File: config.mk
export PLATFORM = sky130hd
export DESIGN_NAME = vblp_ctrl
export DESIGN_NICKNAME = d
export VERILOG_FILES = /design/src/rtl/vblp_pkg.sv /design/src/rtl/vblp_ctrl.sv
export SDC_FILE = /design/constraint.sdc
export NUM_CORES = 1
export LEC_CHECK = 0
export ABC_AREA = 1
export BUFFER_PORTS_ARGS = -buffer_cell sky130_fd_sc_hd__buf_2
export CAP_MARGIN = 40
export CORE_MARGIN = 10
export CORE_UTILIZATION = 50
export CTS_BUF_LIST = sky130_fd_sc_hd__clkbuf_4 sky130_fd_sc_hd__clkbuf_8
export CTS_CLUSTER_DIAMETER = 50
export DETAILED_ROUTE_END_ITERATION = 8
export GPL_ROUTABILITY_DRIVEN = 0
export PLACE_DENSITY = 0.72
export SLEW_MARGIN = 10
export SYNTH_ARGS = -nofsm -noshare
export SYNTH_HDL_FRONTEND = slang
export SYNTH_SLANG_ARGS = --single-unit
File: constraint.sdc
create_clock -name clk -period 1.7 [get_ports clk]
set_input_delay 0.085 -clock clk [delete_from_list [all_inputs] [get_ports clk]]
set_output_delay 0.085 -clock clk [all_outputs]
set_load 0.005 [all_outputs]
File: src/rtl/vblp_pkg.sv
// Shared types, codes and neighbour helpers of the voxel light block.
`timescale 1ns / 1ps

package vblp_pkg;

    // Item opcodes.
    localparam logic [2:0] OP_WR_LIGHT   = 3'd0;
    localparam logic [2:0] OP_WR_OPACITY = 3'd1;
    localparam logic [2:0] OP_WR_SOURCE  = 3'd2;
    localparam logic [2:0] OP_PUSH_DEC   = 3'd3;
    localparam logic [2:0] OP_PUSH_INC   = 3'd4;
    localparam logic [2:0] OP_RUN        = 3'd5;
    localparam logic [2:0] OP_RD_LIGHT   = 3'd6;
    localparam logic [2:0] OP_UNUSED     = 3'd7;

    localparam logic [19:0] COUNT_MAX = 20'hFFFFF;
    localparam logic [5:0]  DIR_ALL   = 6'h3F;
    localparam logic [2:0]  DIR_LAST  = 3'd5;

    typedef enum logic [3:0] {
        CMD_NONE,
        CMD_LATCH,
        CMD_EXEC,
        CMD_DEC_FETCH,
        CMD_DEC_ENTRY,
        CMD_DEC_DIR,
        CMD_DEC_NB,
        CMD_INC_FETCH,
        CMD_INC_ENTRY,
        CMD_INC_CUR,
        CMD_INC_DIR,
        CMD_INC_NB,
        CMD_FINISH
    } cmd_op_t;

    typedef struct packed {
        cmd_op_t op;
        logic    out_load;
    } dp_cmd_t;

    typedef struct packed {
        logic is_run;
        logic dec_avail;
        logic inc_avail;
        logic dir_hit;
        logic dir_last;
        logic cur_ok;
    } dp_status_t;

    // True when the step from pos in direction dir stays inside the section.
    // Directions are -x, +x, -y, +y, -z, +z.
    function automatic logic nb_valid(input logic [11:0] pos, input logic [2:0] dir);
        logic ok;
        ok = 1'b0;
        case (dir)
            3'd0: ok = (pos[3:0] != 4'd0);
            3'd1: ok = (pos[3:0] != 4'd15);
            3'd2: ok = (pos[11:8] != 4'd0);
            3'd3: ok = (pos[11:8] != 4'd15);
            3'd4: ok = (pos[7:4] != 4'd0);
            3'd5: ok = (pos[7:4] != 4'd15);
            default: ok = 1'b0;
        endcase
        return ok;
    endfunction

    function automatic logic [11:0] nb_pos(input logic [11:0] pos, input logic [2:0] dir);
        logic [11:0] n;
        n = pos;
        case (dir)
            3'd0: n = pos - 12'd1;
            3'd1: n = pos + 12'd1;
            3'd2: n = pos - 12'd256;
            3'd3: n = pos + 12'd256;
            3'd4: n = pos - 12'd16;
            3'd5: n = pos + 12'd16;
            default: n = pos;
        endcase
        return n;
    endfunction

    // One-hot enable of the direction pointing back the way we came.
    function automatic logic [5:0] back_onehot(input logic [2:0] dir);
        logic [5:0] m;
        m = 6'd0;
        case (dir)
            3'd0: m = 6'b000010;
            3'd1: m = 6'b000001;
            3'd2: m = 6'b001000;
            3'd3: m = 6'b000100;
            3'd4: m = 6'b100000;
            3'd5: m = 6'b010000;
            default: m = 6'd0;
        endcase
        return m;
    endfunction

endpackage

File: src/rtl/vblp_ctrl.sv
// Sequencer that steps the datapath through loads, reads and the two flood passes.
`timescale 1ns / 1ps

module vblp_ctrl
    import vblp_pkg::*;
(
    input  logic       clk,
    input  logic       rst_n,
    input  logic       in_valid,
    output logic       in_ready,
    input  logic       out_ready,
    output logic       out_valid,
    input  dp_status_t status,
    output dp_cmd_t    cmd
);

    typedef enum logic [12:0] {
        S_IDLE      = 13'b0000000000001,
        S_EXEC      = 13'b0000000000010,
        S_DEC_FETCH = 13'b0000000000100,
        S_DEC_ENTRY = 13'b0000000001000,
        S_DEC_DIR   = 13'b0000000010000,
        S_DEC_NB    = 13'b0000000100000,
        S_INC_FETCH = 13'b0000001000000,
        S_INC_ENTRY = 13'b0000010000000,
        S_INC_CUR   = 13'b0000100000000,
        S_INC_DIR   = 13'b0001000000000,
        S_INC_NB    = 13'b0010000000000,
        S_FINISH    = 13'b0100000000000,
        S_RESP      = 13'b1000000000000
    } state_t;

    state_t state_reg, state_next;
    logic   out_valid_reg, out_valid_next;
    logic   out_load;

    assign in_ready  = (state_reg == S_IDLE);
    assign out_valid = out_valid_reg;
    assign out_load  = (state_reg == S_RESP) && (!out_valid_reg || out_ready);

    always_comb
    begin
        state_next   = state_reg;
        cmd.op       = CMD_NONE;
        cmd.out_load = out_load;
        unique case (state_reg)
            S_IDLE:
            begin
                if (in_valid)
                begin
                    cmd.op     = CMD_LATCH;
                    state_next = S_EXEC;
                end
            end
            S_EXEC:
            begin
                cmd.op     = CMD_EXEC;
                state_next = status.is_run ? S_DEC_FETCH : S_RESP;
            end
            S_DEC_FETCH:
            begin
                cmd.op     = CMD_DEC_FETCH;
                state_next = status.dec_avail ? S_DEC_ENTRY : S_INC_FETCH;
            end
            S_DEC_ENTRY:
            begin
                cmd.op     = CMD_DEC_ENTRY;
                state_next = S_DEC_DIR;
            end
            S_DEC_DIR:
            begin
                cmd.op = CMD_DEC_DIR;
                if (status.dir_hit)
                    state_next = S_DEC_NB;
                else if (status.dir_last)
                    state_next = S_DEC_FETCH;
            end
            S_DEC_NB:
            begin
                cmd.op     = CMD_DEC_NB;
                state_next = status.dir_last ? S_DEC_FETCH : S_DEC_DIR;
            end
            S_INC_FETCH:
            begin
                cmd.op     = CMD_INC_FETCH;
                state_next = status.inc_avail ? S_INC_ENTRY : S_FINISH;
            end
            S_INC_ENTRY:
            begin
                cmd.op     = CMD_INC_ENTRY;
                state_next = S_INC_CUR;
            end
            S_INC_CUR:
            begin
                cmd.op     = CMD_INC_CUR;
                state_next = status.cur_ok ? S_INC_DIR : S_INC_FETCH;
            end
            S_INC_DIR:
            begin
                cmd.op = CMD_INC_DIR;
                if (status.dir_hit)
                    state_next = S_INC_NB;
                else if (status.dir_last)
                    state_next = S_INC_FETCH;
            end
            S_INC_NB:
            begin
                cmd.op     = CMD_INC_NB;
                state_next = status.dir_last ? S_INC_FETCH : S_INC_DIR;
            end
            S_FINISH:
            begin
                cmd.op     = CMD_FINISH;
                state_next = S_RESP;
            end
            S_RESP:
            begin
                if (out_load)
                    state_next = S_IDLE;
            end
            default:
            begin
                state_next = S_IDLE;
            end
        endcase
    end

    always_comb
    begin
        if (out_load)
            out_valid_next = 1'b1;
        else if (out_ready)
            out_valid_next = 1'b0;
        else
            out_valid_next = out_valid_reg;
    end

    always_ff @(posedge clk or negedge rst_n)
    begin
        if (!rst_n)
        begin
            state_reg     <= S_IDLE;
            out_valid_reg <= 1'b0;
        end
        else
        begin
            state_reg     <= state_next;
            out_valid_reg <= out_valid_next;
        end
    end

endmodule

Word level (Yosys, flattened, before mapping)
Index checks and enable logic that the tools add are counted.

Bits in registers: 14. Output and inout bits: 7. Word-level logic and storage cells: 41.

Equality and inequality tests: 17. Mux-type cells: 17. Reduce and logical (&&, ||, !) cells: 5.

Operators by type and width (number): $pmux W13 S13 (1); $mux W13 (7); $pmux W4 S12 (1); $mux W10 (2); $eq A13 B1 Y1 const B (1); $eq A13 B10 Y1 const B (1); $eq A13 B11 Y1 const B (1); $eq A13 B12 Y1 const B (1); $eq A13 B13 Y1 const B (1); $eq A13 B2 Y1 const B (1); $eq A13 B3 Y1 const B (1); $eq A13 B4 Y1 const B (1); $eq A13 B5 Y1 const B (1); $eq A13 B6 Y1 const B (1); $eq A13 B7 Y1 const B (1); $eq A13 B8 Y1 const B (1); $eq A13 B9 Y1 const B (1); $mux W12 (1); $mux W7 (1); $ne A3 B3 Y1 const B (2); $mux W5 (1); $ne A2 B2 Y1 const B (2); $reduce_and A4 Y1 (1); $mux W1 (3); other kinds (4) (4).

Logic depth before layout (Yosys ltp)
Depth after elaboration: 5. Gate-level depth with buffers: 9.

Worst setup path before layout
OpenSTA, ideal clock, no wires.

Kind: register to register. Start point: register state_reg[0]. End point: register state_reg[2]. Setup time: 73 ps. Arrival: 1202 ps. Data required time: 1627 ps. Slack: 425 ps. Stages on the path, launching flop included: 9. Buffers on the path: 0. Cells stage by stage: dfstp_2 nor2_2 nand2_4 nor2_1 nand3_1 nand2_1 nor2_2 inv_2 a21oi_2.

Longest elaborated chain between the ends: 4.

Ends and longest elaborated chain: from (decl) (line vblp_ctrl.sv:33) `state_t state_reg, state_next;`; from (signal assigned) (line vblp_ctrl.sv:147) `state_reg <= state_next;`; $eq A13 B13 Y1 (line vblp_ctrl.sv:39, vblp_ctrl.sv:46); $logic_and A1 B1 Y1 (line vblp_ctrl.sv:39) `assign out_load = (state_reg == S_RESP) && (!out_valid_reg || out_ready);`; $ne A2 B2 Y1 (no line); $reduce_and A4 Y1 (no line).

Several ways; a longest one is shown, not always the timed one. A chain may end at the register's enable or synchronous reset.

==> impl_metrics.ini <==
[status]
status = finished with violations
failed_checks = negative setup slack

[sta]
setup-violations-final = 5
maxSlewHeadroom = 0.792
hold_viol_final = 0
period_needed_ns = 1.76
tightest_slew_ns = 0.311
skew_ns = 0.00108
holdWs_ns = 0.0255
drv_slew = 0
fin_crit_sh = 1.03
finalSetupTns_ns = -0.204
fmax_mhz = 569
rsz0062_at_grt = yes
worst_slack_ns = -0.0560

[setup_path]
crit_arrival_ns = 1.67
critical_path_class = reg -> out
slowest_delay_ns = 0.59
cp_max_fo = 7
path_common_cell = nand2_4
worstSetupEndpointType = output pin
worstPathCellList = nor2_4 > nand2_4 > nor2_8 > nand2_4 > nand4_1 > or2_1 > buf_2
critical_path_required_ns = 1.62
crit_path_start_kind = register
critical_path.top_delay_family = simple AND/OR/NAND/NOR gates
cp_slowest_cell = dfstp_2
crit_buf_inv = 1

[floorplanning]
design.die.area_mm2 = 0.00412
design.core.area_mm2 = 0.00178
fp.dieH_um = 64.2
die_x_um = 64.2
row_count = 15
initial_core_util = 0.547
io_pins = 17

[cts]
cts_sinks = 14
cts_made_buffers = 3
htreeDepth = 1
cts_tree = yes
clkSlewWorstSetupHoldPaths_ns = 0.08
clkLatencyLatePin_ns = 0.29
clock_path_buffers = 2
cts-root-buf = clkbuf_4

[final_layout]
utilization = 0.743
diodes = 0
largest_reg_flops = 13
synthToLayoutAreaGrowth_pct = 35.8
fin_nets = 183
fin_cells = 197
drive_gt1_frac = 0.407

[route]
wl_per_cell_um = 14.0
firstDrtPassIters = 6
wirelength_mm = 2.76
num_vias = 1057
via_per_inst = 5.37
drt_iter0_drc = 44
drc = 0
postRouteAntennaNets = 0

[grt]
grt_usage = 0.125
grt_max_degree = 15
grt-ovfl-total = 0
grt_pass1_vias = 988
grt_pass1_wl_mm = 4.28
grt_antenna_before_repair = 0

[synthesis]
synth.most_common_cell = nor2_1
synth_ff_type = dfrtp_1
async_flop_share = 1.00
synth.cell_area_um2 = 976
synth_cell_types = 24
yosysSeqAreaShare = 0.360
synth_area_leaders = dfrtp_1, nor2_1, nand2_1, inv_1, nor2_2
synth_top_cell_by_area = dfrtp_1
yosys.area.top_type_share = 0.333
synth_nets = 148
yosys_warnings = 0
syn-instance-count = 138
yosys_register_bits = 14
avgSynthCellArea_um2 = 7.07
synth_edf_count = 0
synth_commonest_cells = nor2_1, nand2_1, inv_1

[pwr]
ir_drop_uv = 679
p_per_area_mw_per_mm2 = 1020
leakage_nw = 0.754
total_power_mw = 1.35

[place]
portBuffers = 16
dp_hpwl_mm = 1.79
dp.cells = 177

[flow_run]
max-cap-violations = 0

[min_path]
min_path_type = in -> reg
## layout make-up
type                            instances  area [um2]
Fill cell                             136         458
Inverter                               20        75.1
Clock buffer                            4        36.3
Tap cell                               25        31.3
Timing Repair Buffer                   31         204
Multi-Input combinational cell        103         627
Sequential cell                        14         352
## cells in the final DEF (no fill, tap or decap), drive strengths merged
| cell type | netlist | final |
|---|---|---|
| o22ai | 3 | 3 |
| dfstp | 1 | 1 |
| clkbuf | 0 | 4 |
| or2 | 1 | 1 |
| nand3 | 10 | 10 |
| o21bai | 1 | 1 |
| nand3b | 2 | 2 |
| nand4 | 3 | 3 |
| nand2 | 35 | 35 |
| buf | 2 | 28 |
| dlygate4sd3 | 0 | 3 |
| nor2 | 42 | 43 |
| o211ai | 2 | 2 |
| a21oi | 1 | 1 |
| inv | 20 | 20 |
| dfrtp | 13 | 13 |
| o21ai | 2 | 2 |
## per-stage QoR
stage | cell area, um2 | setup WS (ns)
6_report | 1330 | -0.0560
5_1_grt | 1330 | -0.154
4_1_cts | 1210 | 0.00156
3_5_place_dp | 1070 | 0.210
3_3_place_gp | 1070 | 0.249
2_1_floorplan | 976 | 0.425
## kinds of logic after synthesis
kind of cell | count (synthesis) | synth area share
AND/OR/NAND/NOR | 93 | 0.472
AO/OA/AOI/OAI | 9 | 0.0718
buffers and inverters | 22 | 0.0962
flip-flops | 14 | 0.360
## layer usage
metal	vias to the layer above	global-route usage	wire (um)
li1	501	-	-
met1	495	0.159	1170
met2	53	0.197	1300
met3	8	0.0244	213
met4	0	0.0615	70
met5	-	0	0
## what timing repair did
action,CTS,global route
gates resized for setup,9,14
cloned,1,0
buffers inserted,4,8
setup endpoints to repair,4,5
pin swaps,4,10
hold buffers,3,0
hold endpoints to repair,16,0
## worst register-to-register path: stages, from the launching register on
cell,delay [ns]
dfstp_2,0.59
nor2_4,0.06
nand2_4,0.11
nor2_8,0.08
buf_4,0.14
nand3_1,0.07
nand2_1,0.07
nor2_2,0.21
inv_2,0.08
nor2_2,0.11
## final timing paths
| kind | start | endpoint | slack [ns] | depth (start not counted) |
|---|---|---|---|---|
| worst max-delay path | state_reg[0]$_DFFE_PN1P_ | cmd[2] | -0.06 | 7 |
| worst min-delay path | status[4] | state_reg[3]$_DFFE_PN0P_ | 0.03 | 3 |
| min in group asynchronous | rst_n | state_reg[6]$_DFFE_PN0P_ | 0.21 | 2 |
| worst max register to register | state_reg[0]$_DFFE_PN1P_ | state_reg[6]$_DFFE_PN0P_ | 0.12 | 9 |
| worst min register to register | out_valid$_DFFE_PN0P_ | out_valid$_DFFE_PN0P_ | 0.57 | 2 |
| max in group asynchronous | rst_n | state_reg[0]$_DFFE_PN1P_ | 1.20 | 2 |
## where the power goes
part,total [mW],internal [mW],switching [mW],leakage [nW]
clock,0.243,0.131,0.113,0.0210
combinational,0.683,0.300,0.383,0.542
sequential,0.421,0.377,0.0435,0.191
total,1.35,0.808,0.540,0.754
(Power assumes the default switching activity.)
